==> config.mk <==
export PLATFORM = sky130hd
export DESIGN_NAME = bakery_ticket_arbiter
export DESIGN_NICKNAME = d
export VERILOG_FILES = /design/src/design/bta_pkg.sv /design/src/design/bakery_ticket_arbiter.sv /design/src/design/bta_ticket_file.sv /design/src/design/bta_scan_unit.sv
export SDC_FILE = /design/constraint.sdc
export NUM_CORES = 1
export LEC_CHECK = 0
export ABC_AREA = 1
export BUFFER_PORTS_ARGS = -buffer_cell sky130_fd_sc_hd__buf_2
export CAP_MARGIN = 40
export CORE_ASPECT_RATIO = 0.7
export CORE_MARGIN = 3
export CORE_UTILIZATION = 40
export CTS_CLUSTER_DIAMETER = 60
export DETAILED_ROUTE_END_ITERATION = 16
export SETUP_SLACK_MARGIN = 0.5
export SLEW_MARGIN = 10
export SYNTH_ARGS = -nofsm -noshare
export SYNTH_HDL_FRONTEND = slang
export SYNTH_SLANG_ARGS = --single-unit
==> constraint.sdc <==
create_clock -name clk -period 2.71 [get_ports clk]
set_input_delay 0 -clock clk [delete_from_list [all_inputs] [get_ports clk]]
set_output_delay 0 -clock clk [all_outputs]
set_load 0.01 [all_outputs]
==> src/design/bta_pkg.sv <==
`timescale 1ns / 1ps
// ============================================================================
// bta_pkg: shared definitions for the bakery ticket arbiter
// Sizes, field widths, function and status codes, and the scan unit interface.
// ============================================================================
package bta_pkg;

    localparam int REQUESTERS  = 16;
    localparam int TICKET_BITS = 16;

    localparam int IDX_W = (REQUESTERS > 1) ? $clog2(REQUESTERS) : 1;
    localparam int CNT_W = $clog2(REQUESTERS + 1);

    localparam int FUNC_W   = 1;
    localparam int REQ_W    = 4;
    localparam int HOLDER_W = 4;
    localparam int GIVEN_W  = 16;
    localparam int STATUS_W = 1;

    localparam logic [FUNC_W-1:0]   FUNC_REQUEST    = 1'b0;
    localparam logic [FUNC_W-1:0]   FUNC_RELEASE    = 1'b1;
    localparam logic [STATUS_W-1:0] STATUS_OK       = 1'b0;
    localparam logic [STATUS_W-1:0] STATUS_OVERFLOW = 1'b1;

    typedef logic [TICKET_BITS-1:0] ticket_t;
    typedef logic [IDX_W-1:0]       idx_t;
    typedef logic [CNT_W-1:0]       cnt_t;

    typedef enum logic {
        SCAN_MAX,
        SCAN_MIN
    } scan_mode_t;

    typedef struct packed {
        logic       clear;
        logic       step;
        scan_mode_t mode;
    } scan_ctrl_t;

    typedef struct packed {
        logic    found;
        ticket_t best_ticket;
        idx_t    best_index;
    } scan_stat_t;

endpackage

==> src/design/bakery_ticket_arbiter.sv <==
`timescale 1ns / 1ps
// ============================================================================
// bakery_ticket_arbiter: ticket-based lock arbiter
// Request takes largest ticket plus one; release clears; reports the holder.
// ============================================================================
//  channel | direction | handshake            | payload
//  in      | input     | in_valid / in_ready  | func, requester
//  out     | output    | out_valid / out_ready| holder_valid, holder_index,
//          |           |                      | ticket_given, status
//
//  A request in range makes two passes (largest ticket, then smallest
//  nonzero), a release or an ignored requester only the second: each pass
//  reads the ticket store one entry a cycle through the single compare unit,
//  via its registered read port. in_ready returns as the result is loaded.
//  Reset clears all tickets at once; no sweep is needed.
//  A result waits in the output register; the next transaction is taken
//  meanwhile, and only its own result waits on out_ready.
// ============================================================================
module bakery_ticket_arbiter
    import bta_pkg::*;
(
    input  logic                clk,
    input  logic                rst_n,
    input  logic                in_valid,
    output logic                in_ready,
    input  logic [FUNC_W-1:0]   func,
    input  logic [REQ_W-1:0]    requester,
    output logic                out_valid,
    input  logic                out_ready,
    output logic                holder_valid,
    output logic [HOLDER_W-1:0] holder_index,
    output logic [GIVEN_W-1:0]  ticket_given,
    output logic [STATUS_W-1:0] status
);

    typedef enum logic [2:0] {
        S_IDLE,
        S_MAX,
        S_WRITE,
        S_MIN,
        S_DONE
    } state_t;

    state_t              state_reg, state_next;
    cnt_t                cnt_reg, cnt_next;
    logic [FUNC_W-1:0]   func_reg, func_next;
    idx_t                who_reg, who_next;
    ticket_t             given_reg, given_next;
    logic [STATUS_W-1:0] stat_reg, stat_next;
    logic                out_valid_reg, out_valid_next;
    logic                holder_valid_reg, holder_valid_next;
    logic [HOLDER_W-1:0] holder_index_reg, holder_index_next;
    logic [GIVEN_W-1:0]  ticket_given_reg, ticket_given_next;
    logic [STATUS_W-1:0] status_reg, status_next;

    logic                in_range;
    logic                wr_en;
    ticket_t             wr_data;
    logic                rd_en;
    ticket_t             rd_data;
    idx_t                data_idx;
    scan_ctrl_t          scan_ctrl;
    scan_stat_t          scan_stat;
    logic [TICKET_BITS:0] next_ticket;

    assign in_range    = (32'(requester) < 32'(REQUESTERS));
    assign next_ticket = {1'b0, scan_stat.best_ticket} + (TICKET_BITS + 1)'(1);
    assign data_idx    = idx_t'(cnt_reg - cnt_t'(1));

    bta_ticket_file u_tickets (
        .clk     (clk),
        .rst_n   (rst_n),
        .wr_en   (wr_en),
        .wr_idx  (who_reg),
        .wr_data (wr_data),
        .rd_en   (rd_en),
        .rd_idx  (cnt_reg[IDX_W-1:0]),
        .rd_data (rd_data)
    );

    bta_scan_unit u_scan (
        .clk    (clk),
        .rst_n  (rst_n),
        .ctrl   (scan_ctrl),
        .ticket (rd_data),
        .index  (data_idx),
        .stat   (scan_stat)
    );

    always_comb
    begin
        state_next        = state_reg;
        cnt_next          = cnt_reg;
        func_next         = func_reg;
        who_next          = who_reg;
        given_next        = given_reg;
        stat_next         = stat_reg;
        out_valid_next    = out_valid_reg && !out_ready;
        holder_valid_next = holder_valid_reg;
        holder_index_next = holder_index_reg;
        ticket_given_next = ticket_given_reg;
        status_next       = status_reg;
        wr_en             = 1'b0;
        wr_data           = '0;
        rd_en             = 1'b0;
        scan_ctrl.clear   = 1'b0;
        scan_ctrl.step    = 1'b0;
        scan_ctrl.mode    = (state_reg == S_MIN) ? SCAN_MIN : SCAN_MAX;
        in_ready          = (state_reg == S_IDLE);

        unique case (state_reg)
            S_IDLE:
            begin
                if (in_valid)
                begin
                    func_next       = func;
                    who_next        = idx_t'(requester);
                    given_next      = '0;
                    stat_next       = STATUS_OK;
                    cnt_next        = '0;
                    scan_ctrl.clear = 1'b1;
                    if (!in_range)
                    begin
                        state_next = S_MIN;
                    end
                    else if (func == FUNC_REQUEST)
                    begin
                        state_next = S_MAX;
                    end
                    else
                    begin
                        state_next = S_WRITE;
                    end
                end
            end
            S_MAX, S_MIN:
            begin
                rd_en          = (cnt_reg < cnt_t'(REQUESTERS));
                scan_ctrl.step = (cnt_reg != '0);
                cnt_next       = cnt_reg + cnt_t'(1);
                if (cnt_reg == cnt_t'(REQUESTERS))
                begin
                    cnt_next   = '0;
                    state_next = (state_reg == S_MAX) ? S_WRITE : S_DONE;
                end
            end
            S_WRITE:
            begin
                if (func_reg == FUNC_REQUEST)
                begin
                    if (next_ticket[TICKET_BITS])
                    begin
                        stat_next = STATUS_OVERFLOW;
                    end
                    else
                    begin
                        wr_en      = 1'b1;
                        wr_data    = next_ticket[TICKET_BITS-1:0];
                        given_next = next_ticket[TICKET_BITS-1:0];
                    end
                end
                else
                begin
                    wr_en = 1'b1;
                end
                scan_ctrl.clear = 1'b1;
                cnt_next        = '0;
                state_next      = S_MIN;
            end
            S_DONE:
            begin
                if (!out_valid_reg || out_ready)
                begin
                    out_valid_next    = 1'b1;
                    holder_valid_next = scan_stat.found;
                    holder_index_next = HOLDER_W'(scan_stat.best_index);
                    ticket_given_next = GIVEN_W'(given_reg);
                    status_next       = stat_reg;
                    state_next        = S_IDLE;
                end
            end
            default:
            begin
                state_next = S_IDLE;
            end
        endcase
    end

    always_ff @(posedge clk or negedge rst_n)
    begin
        if (!rst_n)
        begin
            state_reg        <= S_IDLE;
            cnt_reg          <= '0;
            func_reg         <= FUNC_REQUEST;
            who_reg          <= '0;
            given_reg        <= '0;
            stat_reg         <= STATUS_OK;
            out_valid_reg    <= 1'b0;
            holder_valid_reg <= 1'b0;
            holder_index_reg <= '0;
            ticket_given_reg <= '0;
            status_reg       <= STATUS_OK;
        end
        else
        begin
            state_reg        <= state_next;
            cnt_reg          <= cnt_next;
            func_reg         <= func_next;
            who_reg          <= who_next;
            given_reg        <= given_next;
            stat_reg         <= stat_next;
            out_valid_reg    <= out_valid_next;
            holder_valid_reg <= holder_valid_next;
            holder_index_reg <= holder_index_next;
            ticket_given_reg <= ticket_given_next;
            status_reg       <= status_next;
        end
    end

    assign out_valid    = out_valid_reg;
    assign holder_valid = holder_valid_reg;
    assign holder_index = holder_index_reg;
    assign ticket_given = ticket_given_reg;
    assign status       = status_reg;

endmodule

==> src/design/bta_ticket_file.sv <==
`timescale 1ns / 1ps
// ============================================================================
// bta_ticket_file: ticket store
// One write port, one registered read port; entries never written read as zero.
// ============================================================================
module bta_ticket_file
    import bta_pkg::*;
(
    input  logic    clk,
    input  logic    rst_n,
    input  logic    wr_en,
    input  idx_t    wr_idx,
    input  ticket_t wr_data,
    input  logic    rd_en,
    input  idx_t    rd_idx,
    output ticket_t rd_data
);

    ticket_t                 mem [REQUESTERS];
    logic [REQUESTERS-1:0]   written_reg;
    ticket_t                 rd_data_reg;

    always_ff @(posedge clk)
    begin
        if (wr_en)
        begin
            mem[wr_idx] <= wr_data;
        end
        if (rd_en)
        begin
            rd_data_reg <= written_reg[rd_idx] ? mem[rd_idx] : '0;
        end
    end

    always_ff @(posedge clk or negedge rst_n)
    begin
        if (!rst_n)
        begin
            written_reg <= '0;
        end
        else if (wr_en)
        begin
            written_reg[wr_idx] <= 1'b1;
        end
    end

    assign rd_data = rd_data_reg;

endmodule

==> src/design/bta_scan_unit.sv <==
`timescale 1ns / 1ps
// ============================================================================
// bta_scan_unit: shared compare unit
// Folds one ticket per step into a running largest or smallest-nonzero result.
// ============================================================================
module bta_scan_unit
    import bta_pkg::*;
(
    input  logic       clk,
    input  logic       rst_n,
    input  scan_ctrl_t ctrl,
    input  ticket_t    ticket,
    input  idx_t       index,
    output scan_stat_t stat
);

    logic    found_reg;
    ticket_t best_reg;
    idx_t    index_reg;
    logic    better;

    always_comb
    begin
        if (ctrl.mode == SCAN_MAX)
        begin
            better = (ticket > best_reg);
        end
        else
        begin
            better = (ticket != '0) && (!found_reg || (ticket < best_reg));
        end
    end

    always_ff @(posedge clk or negedge rst_n)
    begin
        if (!rst_n)
        begin
            found_reg <= 1'b0;
            best_reg  <= '0;
            index_reg <= '0;
        end
        else if (ctrl.clear)
        begin
            found_reg <= 1'b0;
            best_reg  <= '0;
            index_reg <= '0;
        end
        else if (ctrl.step && better)
        begin
            found_reg <= 1'b1;
            best_reg  <= ticket;
            index_reg <= index;
        end
    end

    assign stat.found       = found_reg;
    assign stat.best_ticket = best_reg;
    assign stat.best_index  = index_reg;

endmodule

Word level (Yosys, flattened, before mapping)
Memories as Yosys holds them, arrays and structs flattened. A register that Yosys moved wholly into a read port is not among the register bits.
Cells that the tools add are included.
{"block": "word_totals", "reg_bits": 90, "latchBits": 0, "mem_bits_rw": 256, "mem_bits_ro": 0, "out_inout_bits": 24, "elab_cells": 103, "mem_count": 1}
{"name": "u_tickets.mem", "words": 16, "width": 16, "rd": 1, "rd_clocked_by_memory_dff": 1, "write_ports": 1, "line": "bta_ticket_file.sv:19", "source": "ticket_t mem [REQUESTERS];"}
{"block": "classes", "addsub": 3, "multipliers": 0, "div": 0, "magnitude_cmp": 6, "eq_ne": 11, "shifts": 0, "muxes": 43, "n_bitwise": 1, "reduce_logical": 23}
{"cell": "$mux 16", "n": 8}
{"cell": "$pmux 16 s2", "n": 1}
{"cell": "$mux 1", "n": 19}
{"cell": "$add 16x1->17 const B", "n": 1}
{"cell": "$gt 16x16->1", "n": 1}
{"cell": "$lt 16x16->1", "n": 1}
{"cell": "$or 16x16->16", "n": 1}
{"cell": "$reduce_bool 16->1", "n": 1}
{"cell": "$pmux 5 s3", "n": 1}
{"cell": "$mux 3", "n": 4}
{"cell": "$ne 2x2->1 const B", "n": 6}
{"cell": "$pmux 3 s4", "n": 1}
{"cell": "$lt 4x5->1 const B", "n": 2}
{"cell": "$mux 5", "n": 2}
{"cell": "$mux 4", "n": 2}
{"cell": "$reduce_and 4->1", "n": 2}
{"cell": "$eq 3x2->1 const B", "n": 2}
{"cell": "$reduce_and 2->1", "n": 3}
{"cell": "$add 5x1->5 const B", "n": 1}
{"cell": "$eq 5x5->1 const B", "n": 1}
{"cell": "$lt 5x5->1 const B", "n": 1}
{"cell": "$reduce_bool 5->1", "n": 1}
{"cell": "$bmux 1 s4", "n": 1}
{"cell": "$demux 1 s4", "n": 1}
{"cell": "other kinds (14)", "n": 23}

Longest topological paths before layout
Gate-level depths: netlist of the first run.
{"block": "depth", "word_depth": 7, "ltp_mapped": 18, "depth_no_buf": 17}

Cells and area by module
A second synthesis of the first run with hierarchy kept.
{"block": "hier_totals", "cells_unflattened": 1682, "area_unflattened_um2": 16642.2}
{"module": "bta_ticket_file", "instances": 1, "cells_per_inst": 1189, "area_per_inst_um2": 12424.4}
{"module": "bakery_ticket_arbiter", "instances": 1, "cells_per_inst": 315, "area_per_inst_um2": 2803.9}
{"module": "bta_scan_unit", "instances": 1, "cells_per_inst": 178, "area_per_inst_um2": 1413.9}

Worst setup path before layout of the first run
OpenSTA, ideal clock, no wires.
{"block": "synth_path", "path_kind": "register to register", "startpoint": "register u_scan.best_reg[0]", "endpoint": "memory u_tickets.mem[15][0] in the netlist's numbering (enable)", "arrival_time_ns": 2.259, "required_time_ns": 2.299, "path_slack_ns": 0.040, "stages_incl_launch_ff": 9, "path_cell_list": "dfrtp_1 > ha_1 > nand3_2 > nor2_2 > nand4_4 > nor3_4 > nand2_2 > nand2_4 > nor3_1"}
{"block": "synth_between", "elab_chain_len": 6}
{"element": "from (decl)", "line": "bta_scan_unit.sv:18", "source": "ticket_t best_reg;"}
{"element": "from (signal assigned)", "line": "bta_scan_unit.sv:51", "source": "best_reg <= ticket;"}
{"element": "$add 16x1->17", "line": "bakery_ticket_arbiter.sv:67", "source": "assign next_ticket = {1'b0, scan_stat.best_ticket} + (TICKET_BITS + 1)'(1);"}
{"element": "$mux 1", "line": "bakery_ticket_arbiter.sv:151", "source": "if (next_ticket[TICKET_BITS])"}
{"element": "$mux 1", "line": "bakery_ticket_arbiter.sv:149", "source": "if (func_reg == FUNC_REQUEST)"}
{"element": "$mux 1", "line": "bakery_ticket_arbiter.sv:111", "source": "unique case (state_reg)"}
{"element": "$mux 1", "line": "bta_ticket_file.sv:25", "source": "if (wr_en)"}
{"element": "$mux 1 (implied by the code)", "line": "bta_ticket_file.sv:27", "source": "mem[wr_idx] <= wr_data;"}
{"element": "to (decl)", "line": "bta_ticket_file.sv:19"}
No other way between the ends.

Worst setup path after layout of the first run
{"block": "layout_path", "startpoint": "register u_scan.best_reg[1]", "endpoint": "memory u_tickets.mem[7][1] in the netlist's numbering (enable)"}
Same word-level chain as after synthesis.

==> results of run 1 <==
[synth_stat cells (all sizes together) (7+ instances only)]
master / count
a21oi: 15
buf: 27
clkbuf: 44
dfrtp: 90
edfxtp: 272
ha: 20
inv: 94
nand2: 160
nand3: 79
nand4: 10
nor2: 193
nor3: 10
o211ai: 8
o21ai: 178
o221ai: 25
o22ai: 53
or2: 11
xor2: 7
[metal layers]
metal | wire (um) | share of wire
met1 | 19500 | 0.47
met2 | 17500 | 0.42
met3 | 3740 | 0.091
met4 | 551 | 0.013
met5 | 0 | 0
[worst register-to-register path: cells and delay by family, from the launching register on]
family	cells	cell delay, ns
simple gates	7	0.81
buf+inv	5	0.69
flops	1	0.41
fa+ha+maj	1	0.18
[what timing repair did]
item / CTS / global route
hold buffers: 10 / 0
gates resized for setup: 32 / 80
pin swaps: 9 / 19
setup buffers: 28 / 21
endpoints found under the hold margin: 99 / 0
cloned: 1 / 4
setup endpoints to repair: 331 / 293
[power by group through the flow]
stage               sequential, mW  combinational, mW  clock [mW]
floorplan                     7.64               4.16           0
detailed placement            7.76               6.44           0
global placement              7.74               6.36           0
CTS                           7.64               6.79        4.91
global route                  7.77               8.32        5.15
finish                        7.68               7.55        4.83
[layout by cell type (no fill, tap or decap), types with 7 or more instances in the layout]
master and n:
nor2_2 14, buf_6 24, a21oi_1 13, nand2_1 145
dfrtp_2 8, edfxtp_1 272, buf_4 66, buf_12 22
nand2_2 7, nor2_4 14, o221ai_1 25, o211ai_1 8
nor2_1 164, o22ai_1 53, dlygate4sd3_1 9, clkinv_2 9
clkbuf_16 41, xor2_1 7, nand4_1 9, inv_1 88
buf_2 31, ha_1 16, nand3_1 74, o21ai_0 173
dfrtp_1 81
[path summary, 6_finish.rpt]
path	start	end
worst max register to register	u_scan.best_reg[1]	u_tickets.mem[7][1]
worst min-delay path	rst_n	ticket_given[4]
worst min register to register	u_tickets.written_reg[13]	u_tickets.written_reg[13]
max in group asynchronous	rst_n	cnt_reg[0]
worst max-delay path	u_scan.best_reg[1]	u_tickets.mem[7][1]
min in group clk	requester[0]	who_reg[0]
[cells by family after synthesis]
family,share of synthesized area
and+or+nand+nor,0.134
DFF,0.689
AOI/OAI and AO/OA,0.106
buffers and inverters,0.0452
adders and majority gates,0.0165
xor gates and xnor gates,0.00463
muxes,0.00447
[through the flow]
| step | cell area, sq um | hold slack [ns] |
|---|---|---|
| after floorplan | 15100 | -0.296 |
| after global placement | 16200 | 0.00117 |
| after detailed placement | 16200 | -0.00409 |
| after CTS | 17900 | 0.0254 |
| after global routing | 18500 | 0.0471 |
| final | 18500 | 0.0410 |
[layout make-up]
cell class,instances,area share
tap,480,0.0324
sequential,362,0.564
inverter,96,0.0203
clock buffer,50,0.0570
multi-input combinational,787,0.235
timing repair buffer,160,0.0869
clock inverter,15,0.00494
==> summary.txt, run 1 <==
Synthesis
  – Number of distinct library cells after synthesis: 39
  – Synth async-reset ratio: 0.249
  – Yosys warnings: 0
  – Syn Inst Count: around 1300
  – Avg Cell Area, Syn: roughly 11 sq um
  – Sequential area share after synthesis: 0.689
  – Mapped Nets: about 1300
  – Top cells by area, synth: edfxtp_1, dfrtp_1, o21ai_0
  – Number of synthesized flops with an enable pin: ~270
  – Largest area contributor in the netlist: edfxtp_1
  – Top_reg_cell synth: edfxtp_1
  – Top-area cell type share of the netlist area: 0.540
  – Mapped cell area: roughly 15000 sq um
  – Synth Register Bits: around 360

Global route
  – Initial antenna violation count: 0
  – GRT Overall Usage: 0.202
  – Met1 usage: 0.311
  – Met2 usage: 0.290
  – Largest net degree at the start of global routing: around 120
  – Met3 Use GR: 0.0518
  – Number of global-route vias before repair: between 10000 and 15000
  – First-pass GRT wire length: between 60000 and 70000 um
  – Busiest layer in global routing: met1
  – Grt total ovfl: 0

Placement
  – IO buf count: 32
  – Dpl hpwl: ~25000 um
  – DP Cell Count: around 1800
  – Setup WS pre-CTS: between 0.1 and 0.15 ns
  – Gp weighted congestion: 0.865

STA
  – Sum Neg Setup Slack: 0 ns
  – Final hold vios: 0
  – Actual slew at the worst max-slew pin: 0.889 ns
  – Slew margin rel.: 0.405
  – Clock skew: approximately 0.025 ns
  – RSZ-0062 raised after global routing: yes
  – Tmin final: ~2.3 ns
  – Final setup violation count: 0
  – Worst Slack Setup Final: approximately 0.41 ns
  – Fmax: around 430 MHz
  – Pins Over Slew Limit: 0
  – Post-route clock period utilization: 0.849

Power and ir drop
  – Tot Pwr: 20.1 mW
  – Sw Pwr: around 7.5 mW
  – Share of power burned in registers: 0.383
  – Switching Share: 0.376
  – Total leakage power: about 7.1 nW
  – VDD IR max: ~1400 uV
  – Power per cell area: roughly 1100 nW/um^2
  – Clock power share: 0.241
  – Internal power: approximately 13 mW
  – Part of the power in combinational logic: 0.376

Critical path
  – WP depth: 13
  – R2R Setup Slk: a little over 0.4 ns
  – R2R cell count: 13
  – Critical Path Fanout Max: 4
  – CP Class: register to register
  – Setup crit start kind: register
  – WP buf/inv: 5
  – Slowest CP cell: dfrtp_1
  – CP top delay family: simple AND/OR/NAND/NOR gates
  – Critical Path Max Stage Delay: around 0.4 ns
  – Worst setup EP type: register
  – Worst Path Required: approximately 3 ns
  – WP data arrival: 2.60 ns
  – Cell Chain, Critical Path: ha_4, nand3_4, nor2_4, nand4_4, nor3_4, nand2_4, buf_6, nand4_1, buf_6, nor2_4, buf_12, buf_12, buf_16

Cells and area
  – Register area: roughly 10000 sq um
  – Antenna fix cells: 0
  – Layout area overhead: 22.4%
  – FILL cells: 3201
  – Final Non-Filler Cells: 1950
  – Post-Route Utilization: 0.506
  – Layout cell share with drive strength beyond 1: 0.201
  – Nets: around 1500
  – Max reg flops: roughly 260
  – Top reg by flops: u_tickets.mem
  – Multi-input gate area: 4340 sq um

Detailed routing
  – WL per Instance: 21.2 um
  – Residual DRC: 0
  – DR vias/cell: between 5 and 6
  – Iter 0 DRT Violations: between 1000 and 1500
  – Routed wire length: 41300 um
  – Via Count: 10768
  – DRT Pass-1 Iters: 5
  – Antenna-violating nets left: 0

Floorplan
  – Row count: 58
  – Die Height: 169 um
  – Core area: approximately 37000 sq um
  – Ports: 33
  – Die ar.: just over 40000 sq um
  – Die W: roughly 240 um
  – Initial Utilization: 0.414

Clock network
  – Worst skew pair latency: 0.53 ns
  – Clock tree buffer depth: 3
  – Clk slew on worst S/H paths: 0.06 ns
  – CTS buffer count: 36
  – Clk root buf: clkbuf_16
  – H-tree depth: 2
  – Clock sinks: roughly 360
  – CTS tree: done

Status
  – Run status: finished, final reports clean

Worst hold path
  – Hold Path Class: input pin to async pin

Run
  – Max-Cap Viols: 0
Note: power is estimated with default switching activity, not from simulation.
==> inputs of run 2 (changes only) <==
clock period = 1.9 ns   (was 2.71 ns; I/O delays follow)
==> summary.txt, run 2 (synthesized netlist as in run 1, its figures left out) <==
Detailed routing
  – WL met1: 20900 um (+7.3%)
  – Highest routed layer: met5
  – DRT Pass-1 Iters: 5 (unchanged)
  – Antenna-violating nets left: 0 (unchanged)
  – Iter 0 DRT Violations: 1311 (-4.3%)
  – Routed wire length: 43300 um (+4.7%)
  – WL per Instance: 21.1 um (-0.46%)
  – DR WL met2: 17800 um (+1.4%)
  – Residual DRC: 0 (unchanged)
  – Wire length on met3: 3800 um (+1.4%)
  – Via Count: 11086 (+3.0%)
  – DR vias/cell: 5.40 (-2.2%)

STA
  – Clock skew: 0.0189 ns (-0.00629 ns)
  – Pins Over Slew Limit: 0 (unchanged)
  – RSZ-0062 raised after global routing: yes
  – Slew margin rel.: 0.719 (+0.314)
  – Actual slew at the worst max-slew pin: 0.422 ns (-0.467 ns)
  – Final hold vios: 0 (unchanged)
  – Fmax: 472 MHz (+8.6%)
  – Tmin final: 2.12 ns (-0.182 ns)
  – Final setup violation count: 551 (+551)
  – Worst Slack Setup Final: -0.218 ns (-0.628 ns)
  – Post-route clock period utilization: 1.11 (+0.266)

Critical path
  – Critical Path Fanout Max: 17 (+13)
  – Worst Path Required: 2.31 ns (-0.70 ns)
  – Critical path startpoint: u_scan.best_reg[1]
  – CP Class: register to register
  – Worst setup EP type: register
  – R2R Setup Slk: -0.22 ns (-0.63 ns)
  – CP top delay family: simple AND/OR/NAND/NOR gates
  – Cell Chain, Critical Path: ha_2, nand3_4, nor2_4, nand4_4, nor3_4, nand2_4, nand4_1, buf_6, nor2_4, buf_12, or2_1
  – Most frequent CP cell: nor2_4
  – WP buf/inv: 2 (-3)
  – RR Endpoint: u_tickets.written_reg[7]
  – Slowest CP cell: dfrtp_1
  – Critical Path End: u_tickets.written_reg[7]
  – Critical Path Max Stage Delay: 0.36 ns (-0.05 ns)
  – WP data arrival: 2.53 ns (-0.07 ns)
  – Crit Reg-Reg Startpoint: u_scan.best_reg[1]
  – R2R cell count: 11 (-2)
  – Setup crit start kind: register
  – WP depth: 11 (-2)

Global route
  – Grt total ovfl: 0 (unchanged)
  – Initial antenna violation count: 1 (+1)
  – Largest net degree at the start of global routing: 65 (-44%)
  – First-pass GRT wire length: 63500 um (+2.6%)
  – GRT Overall Usage: 0.206 (+0.00373)
  – Number of global-route vias before repair: 10576 (+4.6%)

Floorplan
  – Core area: 36600 sq um (unchanged)
  – Initial Utilization: 0.414 (unchanged)
  – Ports: 33 (unchanged)
  – Row count: 58 (unchanged)
  – Die Height: 169 um (unchanged)
  – Die W: 238 um (unchanged)
  – Die ar.: 40200 sq um (unchanged)

Cells and area
  – Multi-input gate area: 4500 sq um (+3.7%)
  – Antenna fix cells: 0 (unchanged)
  – Register area: 10400 sq um (about the same)
  – Layout area overhead: 31.6%
  – Most frequent cells in the layout: edfxtp_1, o21ai_0, nor2_1
  – Finished Cell Area: 19900 sq um (+7.5%)
  – Layout cell share with drive strength beyond 1: 0.266 (+0.0645)
  – Top reg by flops: u_tickets.mem
  – FILL cells: 3087 (-3.6%)
  – Nets: 1576 (+7.1%)
  – Max reg flops: 256 (unchanged)
  – Most common cell after layout, fill and taps aside: edfxtp_1

Power and ir drop
  – Power per cell area: 1560 nW/um^2 (+44%)
  – Total leakage power: 7.72 nW (+9.2%)
  – Tot Pwr: 31.0 mW (+54%)
  – VDD IR max: 884 uV (-36%)

Clock network
  – Worst skew pair latency: 0.54 ns (about the same)
  – H-tree depth: 2 (unchanged)
  – CTS buffer count: 36 (unchanged)
  – Clk slew on worst S/H paths: 0.06 ns (about the same)
  – Clk root buf: clkbuf_16
  – Clock tree buffer depth: 3 (unchanged)
  – CTS tree: done
  – Clock sinks: 362 (unchanged)

Worst hold path
  – Hold Path Class: input pin to register
  – Worst hold start: func

Placement
  – Dpl hpwl: 26900 um (+9.4%)
  – IO buf count: 32 (unchanged)
  – Placed inst area: 17700 sq um (+8.9%)
  – Setup WS pre-CTS: -0.306 ns (-0.411 ns)
  – Gp weighted congestion: 0.929 (+7.5%)

Status
  – Failing checks: negative setup slack
  – Run status: finished, violations left

Run
  – Max-Cap Viols: 0 (unchanged)
==> run 2: timing repair <==
action	in CTS	in global routing
hold buffers	9	0
setup buffers	14	28
gates resized for setup	22	65
gates cloned	0	12
hold endpoints to repair	101	0
pin swaps	9	15
setup endpoints to repair	598	634
==> run 2: worst min path at each step <==
stage,to,cells after the start
global placement,ticket_given[4],1
floorplan,cnt_reg[0],0
CTS,func_reg,4
global route,func_reg,4
finish,func_reg,4
detailed placement,ticket_given[5],1
==> run 2: stage by stage <==
stage	util	hold WS, ns	cells	setup TNS (ns)
after floorplan	-	-0.296	1316	-15.26
after global placement	0.483	-0.0347	1926	-72.52
after detailed placement	0.483	-0.0341	1926	-95.82
after CTS	0.524	0.227	2012	-58.46
after global routing	0.544	0.278	2052	-117.99
final	0.544	0.256	2052	-74.21
==> run 2: layout make-up <==
| class | count | share of cell area |
|---|---|---|
| well taps | 480 | 0.0302 |
| clock inverters | 16 | 0.00698 |
| multi-input cells | 787 | 0.226 |
| inverters | 96 | 0.0194 |
| clock buffers | 47 | 0.0494 |
| flip-flops and latches | 362 | 0.524 |
| repair buffers | 263 | 0.143 |
| repair inverters | 1 | 0.000314 |
==> run 2: worst min-delay path, cell delays in order <==
cell and delay [ns]:
dlygate4sd3_1 0.52, buf_2 0.12, nand2_1 0.05, o21ai_0 0.06
==> run 2: where the power goes <==
group,internal (mW),switching (mW)
Sequential,10.2,0.717
Combinational,5.43,7.73
Clock,3.93,3.01
Total,19.5,11.5
==> run 2: metal layers <==
layer | global-route usage | vias to the layer above
met2 | 0.290 | 421
met5 | 0 | -
li1 | - | 5140
met3 | 0.0401 | 59
met1 | 0.329 | 5464
met4 | 0.0433 | 2
